File: config.mk
export PLATFORM = sky130hd
export DESIGN_NAME = jgr_front
export DESIGN_NICKNAME = d
export VERILOG_FILES = /design/src/rtl/jgr_pkg.sv /design/src/rtl/jgr_front.sv
export SDC_FILE = /design/constraint.sdc
export NUM_CORES = 1
export LEC_CHECK = 0
export BUFFER_PORTS_ARGS = -buffer_cell sky130_fd_sc_hd__buf_2
export CORE_UTILIZATION = 50
export CTS_CLUSTER_DIAMETER = 200
export DETAILED_ROUTE_END_ITERATION = 10
export GPL_TIMING_DRIVEN = 1
export PLACE_DENSITY = 0.79
export SLEW_MARGIN = 20
export SYNTH_ARGS = -nofsm -noshare
export SYNTH_HDL_FRONTEND = slang
export SYNTH_SLANG_ARGS = --single-unit
File: constraint.sdc
create_clock -name clk_i -period 6.8 [get_ports clk_i]
set_input_delay 0.34 -clock clk_i [delete_from_list [all_inputs] [get_ports clk_i]]
set_output_delay 0.34 -clock clk_i [all_outputs]
set_load 0.05 [all_outputs]
File: src/rtl/jgr_pkg.sv
// Shared types and constants for the Julian-to-Gregorian timestamp rebase.
package jgr_pkg;

  localparam logic OP_LOAD   = 1'b0;
  localparam logic OP_REBASE = 1'b1;

  localparam logic [36:0] DAY_US     = 37'd86400000000;
  localparam logic [63:0] CENTURY_US = 64'd3155760000000000;

  // century divided by 2^13, and floor(2^57 / CENTURY_HI) for the quotient estimate
  localparam logic [38:0] CENTURY_HI  = 39'd385224609375;
  localparam logic [18:0] CENTURY_RCP = 19'd374106;

  // quotient bits of a 64-bit distance divided by one century
  localparam int unsigned QW = 13;

  typedef struct packed {
    logic        op;
    logic [3:0]  idx;
    logic [63:0] value;
    logic [40:0] shift;
  } jgr_item_t;

  function automatic logic [63:0] sext_shift(input logic [40:0] v);
    return {{23{v[40]}}, v};
  endfunction

endpackage

File: src/rtl/jgr_front.sv
// Front end: accept requests, drop out-of-range loads, queue the rest.
module jgr_front #(
  parameter int unsigned TABLE_DEPTH = 16
) (
  input  logic               clk_i,
  input  logic               rst_ni,
  input  logic               in_valid_i,
  output logic               in_ready_o,
  input  logic               operation_i,
  input  logic [3:0]         entry_index_i,
  input  logic [63:0]        switch_value_i,
  input  logic [40:0]        shift_value_i,
  input  logic [63:0]        timestamp_i,
  output logic               q_valid_o,
  output jgr_pkg::jgr_item_t q_item_o,
  input  logic               q_pop_i
);

  localparam int unsigned IW = ($clog2(TABLE_DEPTH + 1) > 5) ? $clog2(TABLE_DEPTH + 1) : 5;

  jgr_pkg::jgr_item_t mem_q [2];
  logic               wr_ptr_q, wr_ptr_d;
  logic               rd_ptr_q, rd_ptr_d;
  logic [1:0]         cnt_q, cnt_d;
  logic               keep, push;
  jgr_pkg::jgr_item_t item;

  assign in_ready_o = (cnt_q != 2'd2);
  assign keep = (operation_i == jgr_pkg::OP_REBASE) ||
                (IW'(entry_index_i) < IW'(TABLE_DEPTH));
  assign push = in_valid_i && in_ready_o && keep;

  always_comb begin
    item.op    = operation_i;
    item.idx   = entry_index_i;
    item.value = (operation_i == jgr_pkg::OP_LOAD) ? switch_value_i : timestamp_i;
    item.shift = shift_value_i;
  end

  always_comb begin
    wr_ptr_d = push ? ~wr_ptr_q : wr_ptr_q;
    rd_ptr_d = q_pop_i ? ~rd_ptr_q : rd_ptr_q;
    cnt_d    = cnt_q + {1'b0, push} - {1'b0, q_pop_i};
  end

  always_ff @(posedge clk_i or negedge rst_ni) begin
    if (!rst_ni) begin
      wr_ptr_q <= 1'b0;
      rd_ptr_q <= 1'b0;
      cnt_q    <= 2'd0;
    end else begin
      wr_ptr_q <= wr_ptr_d;
      rd_ptr_q <= rd_ptr_d;
      cnt_q    <= cnt_d;
    end
  end

  always_ff @(posedge clk_i) begin
    if (push) begin
      mem_q[wr_ptr_q] <= item;
    end
  end

  assign q_valid_o = (cnt_q != 2'd0);
  assign q_item_o  = mem_q[rd_ptr_q];

  a_cnt_bound: assert property (@(posedge clk_i) disable iff (!rst_ni) cnt_q != 2'd3)
    else $error("queue count out of range");
  a_pop_nonempty: assert property (@(posedge clk_i) disable iff (!rst_ni)
    q_pop_i |-> cnt_q != 2'd0)
    else $error("pop from empty queue");

endmodule

## Word-level counts from Yosys, hierarchy flattened

Memories as Yosys holds them, arrays and structs flattened.
Cells that the tools add are included.

- Register bits: 4
- Latch bits: 0
- Bits in writable memories: 220
- ROM bits: 0
- Output and inout port bits: 112
- Word-level logic and storage cells: 14
- Memories kept: 1

- Add/subtract/negate cells: 2
- Multiply operators: 0
- Divide/modulo/power cells: 0
- Order comparisons: 0
- Eq/ne operators: 1
- Shift operators: 0
- Multiplexer cells: 3
- Bitwise operators: 2
- Reductions and logical operators: 2

Memory list:

| name | depth | bits a word | read ports | clocked after memory_dff | wr ports | line | source |
|---|---|---|---|---|---|---|---|
| mem_q | 2 | 110 | 1 | 0 | 1 | jgr_front.sv:21 | `jgr_pkg::jgr_item_t mem_q [2];` |

Operators by type and width:

| kind | number |
|---|---|
| 64-bit two-way mux | 1 |
| 2-bit by 1-bit adder with 2-bit output | 1 |
| 1-bit two-way mux | 2 |
| 2-bit != test, second input constant | 1 |
| 1-bit NOT | 2 |
| 2-bit nonzero test | 1 |
| 2-bit by 1-bit subtractor with 2-bit output | 1 |
| 1-bit logical AND | 1 |

## Logic depth before layout (Yosys ltp)

Gate-level depths: netlist of the first run.

- Depth in word-level cells: 4
- Gate-level depth with buffers: 5
- Depth with buffers taken out: 5

## Worst setup path after synthesis of the first run

OpenSTA, ideal clock, no wires.

- Path type: flip-flop to flip-flop
- Start: register cnt_q[0]
- End: memory mem_q[0][0] (netlist name) (enable)
- Data arrival time: 5639 ps
- Slack: 580 ps
- Cell stages (with the launch flop): 4
- Period minus slack after synthesis: 6220 ps
- Cells stage by stage: dfrtp_1 nand2b_1 nand2_1 nor2_1

- Cells in the longest elaborated chain, start to end: 4

Ends and longest elaborated chain:

| element | line | source |
|---|---|---|
| from (decl) | jgr_front.sv:24 | `logic [1:0] cnt_q, cnt_d;` |
| from (signal assigned) | jgr_front.sv:54 | `cnt_q <= cnt_d;` |
| 2-bit != test | jgr_front.sv:28 | `assign in_ready_o = (cnt_q != 2'd2);` |
| via in_ready_o | jgr_front.sv:8 | `output logic in_ready_o,` |
| 1-bit logical AND | jgr_front.sv:31 | `assign push = in_valid_i && in_ready_o && keep;` |
| 1-bit two-way mux | jgr_front.sv:59 | `if (push) begin` |
| 1-bit two-way mux (implied by the code) | jgr_front.sv:60 | `mem_q[wr_ptr_q] <= item;` |
| to (decl) | jgr_front.sv:21 |  |

The timed path passes the listed nets, and every way through them passes these cells.

==> results of run 1 <==
## routing by layer
layer,vias to the layer above,track usage,part of all wire
met1,2405,0.2206,0.38
met4,0,0.05556,0.017
met2,224,0.3410,0.52
met3,27,0.04847,0.082
li1,2314,-,-
met5,-,0,0
## power breakdown
group | internal [W] | leakage [nW] | total, W | switching (W)
logic | 0.000601 | 1.89 | 0.00218 | 0.00158
registers | 0.00190 | 2.09 | 0.00204 | 0.000133
clock network | 0.000782 | 0.378 | 0.00126 | 0.000481
## final cells by class
type	instances	area (µm²)
diodes	2	5.005
clock buffers	32	651.9
clock inverters	11	123.9
fillers	1231	6082
multi-input cells	187	2068
flip-flops and latches	224	6710
well taps	225	281.5
repair buffers	295	1494
## sequential cells by signal, indices dropped and copies added (netlist names)
| name | cells |
|---|---|
| cnt_q | 2 |
| mem_q | 220 |
| rd_ptr_q | 1 |
| wr_ptr_q | 1 |
## repair_timing
action                    in CTS  in global routing
hold endpoints to repair       4                  0
gates resized for setup        0                  0
hold buffers                   1                  0
## cells in the mapped netlist, drive strengths merged
master / instances
mux2: 174
xor2: 1
edfxtp: 220
nor3b: 1
nor2: 1
ha: 1
dfrtp: 4
nand2b: 1
xnor2: 3
a21bo: 1
buf: 19
a21oi: 1
and3: 1
nand2: 1
or2: 1
## kinds of logic after synthesis
kind of cell,share of synthesized area
buffers and inverters,0.02206
and+or+nand+nor,0.003771
AOI/OAI and AO/OA,0.001675
adders and majority gates,0.001396
muxes,0.2187
xor gates and xnor gates,0.003911
DFF,0.7485
## worst min-delay path by stage
stage	endpoint	startpoint
detailed placement	cnt_q[1]$_DFF_PN0_	rst_ni
CTS	mem_q[0][107]$_DFFE_PP_	entry_index_i[2]
finish	mem_q[0][108]$_DFFE_PP_	entry_index_i[3]
global route	mem_q[1][108]$_DFFE_PP_	entry_index_i[3]
floorplan	cnt_q[0]$_DFF_PN0_	rst_ni
global placement	cnt_q[0]$_DFF_PN0_	rst_ni
## metrics by stage
| step | setup slack [ns] | instance area [µm²] |
|---|---|---|
| 3_3_place_gp | 4.126 | 10540 |
| 3_5_place_dp | 4.067 | 10540 |
| 5_1_grt | 3.454 | 11330 |
| 4_1_cts | 3.559 | 11330 |
| 2_1_floorplan | 0.5801 | 8960 |
| 6_report | 3.604 | 11330 |
==> metrics, run 1 <==
Layout Nets 911; global-route wire length before repair 26.56 mm; worst path required time 6.46 ns; Initial Util 0.5144; LEAKAGE 4.357 nW; WL final 17.87 mm; worst slew margin relative to its limit 0.4214; RR Endpoint mem_q[1][44]$_DFFE_PP_; clock slew at reported path FFs 0.06 ns; Worst Setup Start Kind flip-flop; pwr dens 483.6 nW/µm²; Finished Layout Cells 976; VDD IR max 0.3940 mV; Critical Path, Cell by Cell buf_4 > mux2_2 > buf_2; Max stage delay on crit path 0.89 ns; most common cell after layout, fill and taps aside buf_2; routed wire length per instance 18.31 µm; crit path launch rd_ptr_q$_DFFE_PN0P_; drt initial violations 198; Root Driver clkbuf_16; commonest non-fill, non-tap cells in the layout buf_2 (289), edfxtp_1 (220), mux2_2 (174), clkbuf_16 (25), clkbuf_1 (7); GRT Overall Usage 0.1888; Mean Syn Cell Area 20.84 µm²; die width 135.9 µm; post-synthesis sequential area ratio 0.7485; count of cell types in the netlist 17; layout cell share with drive strength beyond 1 0.6729; DRC errors left 0; cells on worst reg2reg path 3; Post-Route Setup TNS 0 ns; largest net degree at the start of global routing 67; Min Hold Slack 0.03758 ns; Clock Latency Late Sink 0.49 ns; Setup-failing EPs final 0; Post-Synthesis Cells 430; fin. max-slew vios 0; GRT overflow 0; worst path arrival time 2.86 ns; row count 48; clk_skew 0.01061 ns; Setup Fix Bufs, Post-CTS 0; vias in the first global route 5354; Setup Crit Path Kind reg2out; Detailed Place HPWL 12.10 mm; yosys warns 0; TritonCTS buffer count 24; area of the core 17420 µm²; Tmin final 3.196 ns; fin crit share 0.4700; I/O pin count 290; Inst Count DP 930; unrepaired setup endpoints after global routing false; final count of hold timing violations 0; Worst Tran Pin Value 0.8679 ns; mapped cell area 8960 µm²; count of state elements after synthesis 224; slowest cell on the critical path dfrtp_4; Worst Path Buf+Inv 2; area leader, netlist edfxtp_1; CTS H-Tree Depth 1; status completed; cell count along the critical path 3; die height 135.9 µm; leading post-synthesis cells by cell area edfxtp_1 (74%), mux2_2 (22%), buf_6 (2.0%); CTS tree yes; routed vias/inst 5.092; Worst Setup EP q_item_o[51]; R2R Path Start cnt_q[0]$_DFF_PN0_; R2R Setup Slk 4.39 ns; Hold WC Path Type in2reg; crit-path leading delay family buffers and inverters; DIE AREA 18460 µm²; CTS Sinks 224; routability cong. 0.7584; Post-Synthesis Net Count 609; clock tree buffer depth 3; total power 0.005482 W; First-pass DRT Iterations 4; Worst Path Max Fanout 58; worst hold path cell count 1; Worst setup EP type primary output; I/O Buffers 289; final core utilization 0.6508; antenna viol nets, final 0; antenna violations before repair 1; DR vias 4970; Yosys top cell area share 0.7373; Max Fclk 312.9 MHz; max-cap viol count 0; area grow syn2layout 26.50%
(Power assumes the default switching activity.)
==> run 2: changes to the inputs <==
==> constraint.sdc (replaced) <==
create_clock -name clk_i -period 2.95 [get_ports clk_i]
set_input_delay 0.1475 -clock clk_i [delete_from_list [all_inputs] [get_ports clk_i]]
set_output_delay 0.1475 -clock clk_i [all_outputs]
set_load 0.05 [all_outputs]
==> run 2 against run 1 <==
  * Global-route usage increased by 3.4 points
  * Worst hold slack got worse by 0.030 ns
  * Via count increased by 14%
  * Non-clock buffer count increased by 163
  * Highest routed layer unchanged
==> metrics, run 2 (synthesis results as in run 1) <==
unrepaired setup endpoints after global routing false; antenna violations before repair 0 (-1); Layout Nets 1073 (+18%); DIE AREA 18460 µm² (unchanged); vias in the first global route 6120 (+14%); final count of hold timing violations 0 (unchanged); Clock Latency Late Sink 0.49 ns (about the same); Hold WC Path Type in2reg; die width 135.9 µm (unchanged); Post-Place Worst Slack 1.139 ns (-2.928 ns); Critical Path, Cell by Cell buf_4 > mux2_2 > buf_2; I/O pin count 290 (unchanged); I/O Buffers 289 (unchanged); DR vias 5690 (+14%); clock slew at reported path FFs 0.06 ns (about the same); Largest regs mem_q (220), cnt_q (2); Detailed Place HPWL 11.68 mm (-3.5%); routed wire length per instance 18.33 µm (about the same); largest net degree at the start of global routing 63 (-6.0%); Setup-failing EPs final 0 (unchanged); Max Fclk 435.3 MHz; Setup Crit Path Kind reg2out; DRC errors left 0 (unchanged); status completed; First-pass DRT Iterations 4 (unchanged); routability cong. 0.7696 (+1.5%); CTS Sinks 224 (unchanged); fin. max-slew vios 0 (unchanged); worst path required time 2.80 ns (-3.66 ns); slowest cell on the critical path buf_4; Initial Util 0.5144 (unchanged); Setup Fix Bufs, Post-CTS 0 (unchanged); LEAKAGE 4.992 nW (+15%); GRT overflow 0 (unchanged); CTS tree yes; antenna cells 0 (-2); pwr dens 975.9 nW/µm² (+100%); GRT Overall Usage 0.2232 (+0.03436); commonest non-fill, non-tap cells in the layout buf_2 (289), edfxtp_1 (220), mux2_2 (174), dlygate4sd3_1 (161), clkbuf_16 (23); routed vias/inst 5.022 (-1.4%); Root Driver clkbuf_16; max-cap viol count 0 (unchanged); Post-Route Setup TNS 0 ns (unchanged); area grow syn2layout 43.67%; CTS H-Tree Depth 1 (unchanged); antenna viol nets, final 0 (unchanged); Max stage delay on crit path 0.54 ns (-0.35 ns); drt initial violations 215 (+8.6%); row count 48 (unchanged); WL final 20.76 mm (+16%); TritonCTS buffer count 23 (-4.2%); worst slew margin relative to its limit 0.4435 (+0.02211); Worst Setup Start Kind flip-flop; max reg flops 220 (unchanged); fin crit share 0.7788; VDD IR max 0.8926 mV (+130%); largest reg by FF count mem_q; Final WS setup 0.6526 ns (-2.951 ns); Tmin final 2.297 ns; most common cell after layout, fill and taps aside buf_2; clock tree buffer depth 3 (unchanged); Worst Path Max Fanout 53 (-8.6%); worst path arrival time 2.15 ns (-0.71 ns); clk_skew 0.01621 ns (+0.005593 ns); Worst setup EP type primary output; layout cell share with drive strength beyond 1 0.5518 (-0.1211); die height 135.9 µm (unchanged); area of the core 17420 µm² (unchanged); global-route wire length before repair 31.16 mm (+17%); Worst Tran Pin Value 0.8347 ns (-0.03317 ns)
run 2: changes by cell type in the layout (fill, tap and decap cells not counted), moves of 2 or more:
cell	before	now
clkinv_1	5	8
dlygate4sd3_1	1	161
buf_12	0	4
diode_2	2	0
bufinv_16	3	0
clkbuf_16	25	23
clkinv_2	3	1
run 2: area by class of cell:
class                      instances  area [µm²]
clock inverter                     9       35.03
tap                              225       281.5
sequential                       224        6710
fill                            1018        4544
clock buffer                      30       601.8
timing repair buffer             458        3168
multi-input combinational        187        2076
run 2: repair_timing:
action,4_1_cts,5_1_grt
resized for setup,0,0
endpoints found under the hold margin,210,1
hold buffers,160,1
run 2: final timing paths:
check,from,to,slack (ns),cells after the start
worst max-delay path,rd_ptr_q$_DFFE_PN0P_,q_item_o[32],0.65,3
worst max register to register,cnt_q[0]$_DFF_PN0_,mem_q[1][87]$_DFFE_PP_,1.12,3
max in group asynchronous,rst_ni,rd_ptr_q$_DFFE_PN0P_,2.20,3
worst min-delay path,timestamp_i[63],mem_q[1][104]$_DFFE_PP_,0.007,2
min in group asynchronous,rst_ni,cnt_q[1]$_DFF_PN0_,0.55,3
worst min register to register,wr_ptr_q$_DFFE_PN0P_,wr_ptr_q$_DFFE_PN0P_,0.56,1
run 2: power breakdown:
part	leakage, nW	switching (W)	internal, W
combinational	2.59	0.00388	0.00162
clock	0.308	0.00109	0.00142
sequential	2.09	0.000179	0.00438
run 2: metrics by stage:
stage,std cells,total power (W),utilization,hold slack (ns),instance area [µm²]
detailed placement,933,0.009902,0.6100,-0.03771,10620
floorplan,430,0.008807,-,-0.1481,8976
CTS,1132,0.01259,0.7385,0.0008221,12860
global placement,933,0.009798,0.6100,-0.03942,10620
finish,1133,0.01256,0.7391,0.007174,12870
global route,1133,0.01300,0.7391,0.004584,12870
run 2: layer usage:
metal | share of wire | up-vias | track usage
met3 | 0.060 | 45 | 0.04661
met1 | 0.36 | 2783 | 0.2443
met5 | 0 | - | 0
li1 | - | 2640 | -
met4 | 0.028 | 0 | 0.07222
met2 | 0.55 | 222 | 0.4263
run 2: critical path: cells and delay by family (launching register included):
kind,cells,cell delay [ns]
buf+inv,2,0.76
mux,1,0.42
flops,1,0.42
==> run 3: changes to the inputs <==
--- a/config.mk
+++ b/config.mk
@@ -6,11 +6,11 @@
 export NUM_CORES = 1
 export LEC_CHECK = 0
 export BUFFER_PORTS_ARGS = -buffer_cell sky130_fd_sc_hd__buf_2
-export CORE_UTILIZATION = 50
+export CORE_UTILIZATION = 46
 export CTS_CLUSTER_DIAMETER = 200
 export DETAILED_ROUTE_END_ITERATION = 10
 export GPL_TIMING_DRIVEN = 1
-export PLACE_DENSITY = 0.79
+export PLACE_DENSITY = 0.76
 export SLEW_MARGIN = 20
 export SYNTH_ARGS = -nofsm -noshare
 export SYNTH_HDL_FRONTEND = slang
==> constraint.sdc (replaced) <==
create_clock -name clk_i -period 2 [get_ports clk_i]
set_input_delay 0.1 -clock clk_i [delete_from_list [all_inputs] [get_ports clk_i]]
set_output_delay 0.1 -clock clk_i [all_outputs]
set_load 0.05 [all_outputs]
==> run 3 against run 2 <==
  * Clock skew about the same
  * First-iteration DRC count decreased by 23%
  * Routed wire length increased by 1.9%
  * Total power increased by 50%
  * Design area increased by 2.2%
  * Die area increased by 8.6%
  * Critical endpoint is now q_item_o[62]
  * Largest power group unchanged
  * Highest routed layer unchanged
==> metrics, run 3 (synthesis results as in run 1) <==
status completed; Worst Path Buf+Inv 2 (unchanged); Critical Path, Cell by Cell buf_16 > mux2_2 > buf_2; antenna violations before repair 1 (+1); First-pass DRT Iterations 4 (unchanged); clock tree buffer depth 3 (unchanged); CTS tree yes; Worst Path Max Fanout 62 (+17%); worst path arrival time 1.89 ns (-0.26 ns); largest net degree at the start of global routing 69 (+9.5%); CTS H-Tree Depth 1 (unchanged); I/O pin count 290 (unchanged); Max Fclk 503.3 MHz; VDD IR max 0.7646 mV (-14%); clk_skew 0.01582 ns (-0.0003834 ns); Layout Nets 1089 (+1.5%); row count 50 (+4.2%); final count of hold timing violations 0 (unchanged); DIE AREA 20040 µm² (+8.6%); cells on worst reg2reg path 3 (unchanged); DRC errors left 0 (unchanged); layout cell share with drive strength beyond 1 0.5489 (-0.002849); Min Hold Slack 0.1793 ns (+0.1722 ns); largest reg by FF count mem_q; crit-path leading delay family buffers and inverters; Root Driver clkbuf_16; GRT overflow 0 (unchanged); Detailed Place HPWL 11.90 mm (+1.9%); Max stage delay on crit path 0.45 ns (-0.09 ns); drt initial violations 165 (-23%); routability cong. 0.7190 (-6.6%); antenna viol nets, final 0 (unchanged); Filler cells 1231 (+21%); Initial Util 0.4742 (-0.04020); worst path required time 1.90 ns (-0.90 ns); routed vias/inst 4.880 (-2.8%); slowest cell on the critical path dfrtp_4; clock slew at reported path FFs 0.06 ns (about the same); cell count along the critical path 3 (unchanged); worst slew margin relative to its limit 0.7415 (+0.2979); commonest non-fill, non-tap cells in the layout buf_2 (285), edfxtp_1 (220), dlygate4sd3_1 (177), mux2_2 (174), clkbuf_16 (23); Setup-failing EPs final 0 (unchanged); Design Area, Final 13160 µm² (+2.2%); Worst setup EP type primary output; worst hold path cell count 2 (unchanged); Tmin final 1.987 ns; Worst Tran Pin Value 0.3878 ns (-0.4469 ns); Worst Setup Start Kind flip-flop; most common cell after layout, fill and taps aside buf_2; Hold WC Path Type in2reg; Largest regs mem_q (220), cnt_q (2); global-route wire length before repair 32.00 mm (+2.7%); max reg flops 220 (unchanged); max-cap viol count 0 (unchanged); CTS Sinks 224 (unchanged); unrepaired setup endpoints after global routing true; Setup Crit Path Kind reg2out; pwr dens 1428 nW/µm² (+46%); I/O Buffers 289 (unchanged); Clock Latency Late Sink 0.49 ns (about the same); Inst Count DP 968 (+3.8%); Finished Layout Cells 1182 (+4.3%); fin. max-slew vios 0 (unchanged); vias in the first global route 6429 (+5.0%); WL final 21.17 mm (+1.9%); TritonCTS buffer count 23 (unchanged); GRT Overall Usage 0.2074 (-0.01581); LEAKAGE 5.088 nW (+1.9%); Post-Route Setup TNS 0 ns (unchanged); DR vias 5768 (+1.4%); DP Area 10710 µm² (+0.84%); area grow syn2layout 46.88%; die height 141.6 µm (+4.2%); fin crit share 0.9934; die width 141.6 µm (+4.2%); area of the core 18890 µm² (+8.5%); routed wire length per instance 17.91 µm (-2.3%)
==> run 3: cell types whose count changed in the layout (fill, tap and decap cells not counted) <==
cell           delta
buf_4             +1
nand2_1           -1
buf_12            +2
clkinv_2          +1
bufinv_16         +1
clkbuf_1          -2
dlygate4sd3_1    +16
clkinvlp_4        +1
buf_16            +1
nand2_4           +1
buf_2             -4
diode_2           +2
clkinv_1          -5
==> run 3: worst paths after layout <==
check | from | endpoint | slack [ns]
min in group asynchronous | rst_ni | wr_ptr_q$_DFFE_PN0P_ | 0.54
min reg2reg | cnt_q[0]$_DFF_PN0_ | cnt_q[0]$_DFF_PN0_ | 0.55
max | rd_ptr_q$_DFFE_PN0P_ | q_item_o[62] | 0.01
min | operation_i | mem_q[0][109]$_DFFE_PP_ | 0.18
max reg2reg | cnt_q[1]$_DFF_PN0_ | mem_q[1][52]$_DFFE_PP_ | 0.44
max in group asynchronous | rst_ni | rd_ptr_q$_DFFE_PN0P_ | 1.25
==> run 3: stage by stage <==
step | setup WS, ns | utilization | power, W
CTS | 0.0003024 | 0.6959 | 0.01885
detailed placement | 0.4353 | 0.5670 | 0.01467
floorplan | -0.7527 | - | 0.01300
finish | 0.01329 | 0.6966 | 0.01879
global route | -0.03968 | 0.6966 | 0.01947
global placement | 0.4802 | 0.5670 | 0.01453
==> run 3: report_power, final <==
part	total [W]	internal, W	switching (W)	leakage, nW
Sequential	0.00673	0.00645	0.000278	2.09
Combinational	0.00825	0.00252	0.00573	2.68
Clock	0.00381	0.00221	0.00160	0.316
Total	0.0188	0.0112	0.00761	5.09
==> run 3: area by class of cell <==
cell class              instances  area (µm²)  area share
flip-flops and latches        224        6710      0.5099
repair buffers                474        3383      0.2571
multi-input cells             187        2083      0.1583
clock buffers                  28       594.3     0.04516
well taps                     260       325.3     0.02472
clock inverters                 7       58.81    0.004469
diodes                          2       5.005   0.0003803
==> run 3: repair_timing <==
action / CTS / global route
buffers inserted: 0 / 0
endpoints found under the hold margin: 224 / 0
setup endpoints to repair: 12 / 85
hold buffers: 177 / 0
gates resized for setup: 2 / 6
==> run 3: layer usage <==
layer  GRT usage  vias to the layer above  wire (µm)
li1            -                     2667          -
met2      0.3954                      234      11560
met3     0.03780                       44       1193
met1      0.2269                     2823       7806
met4     0.08036                        0        608
met5           0                        -          0
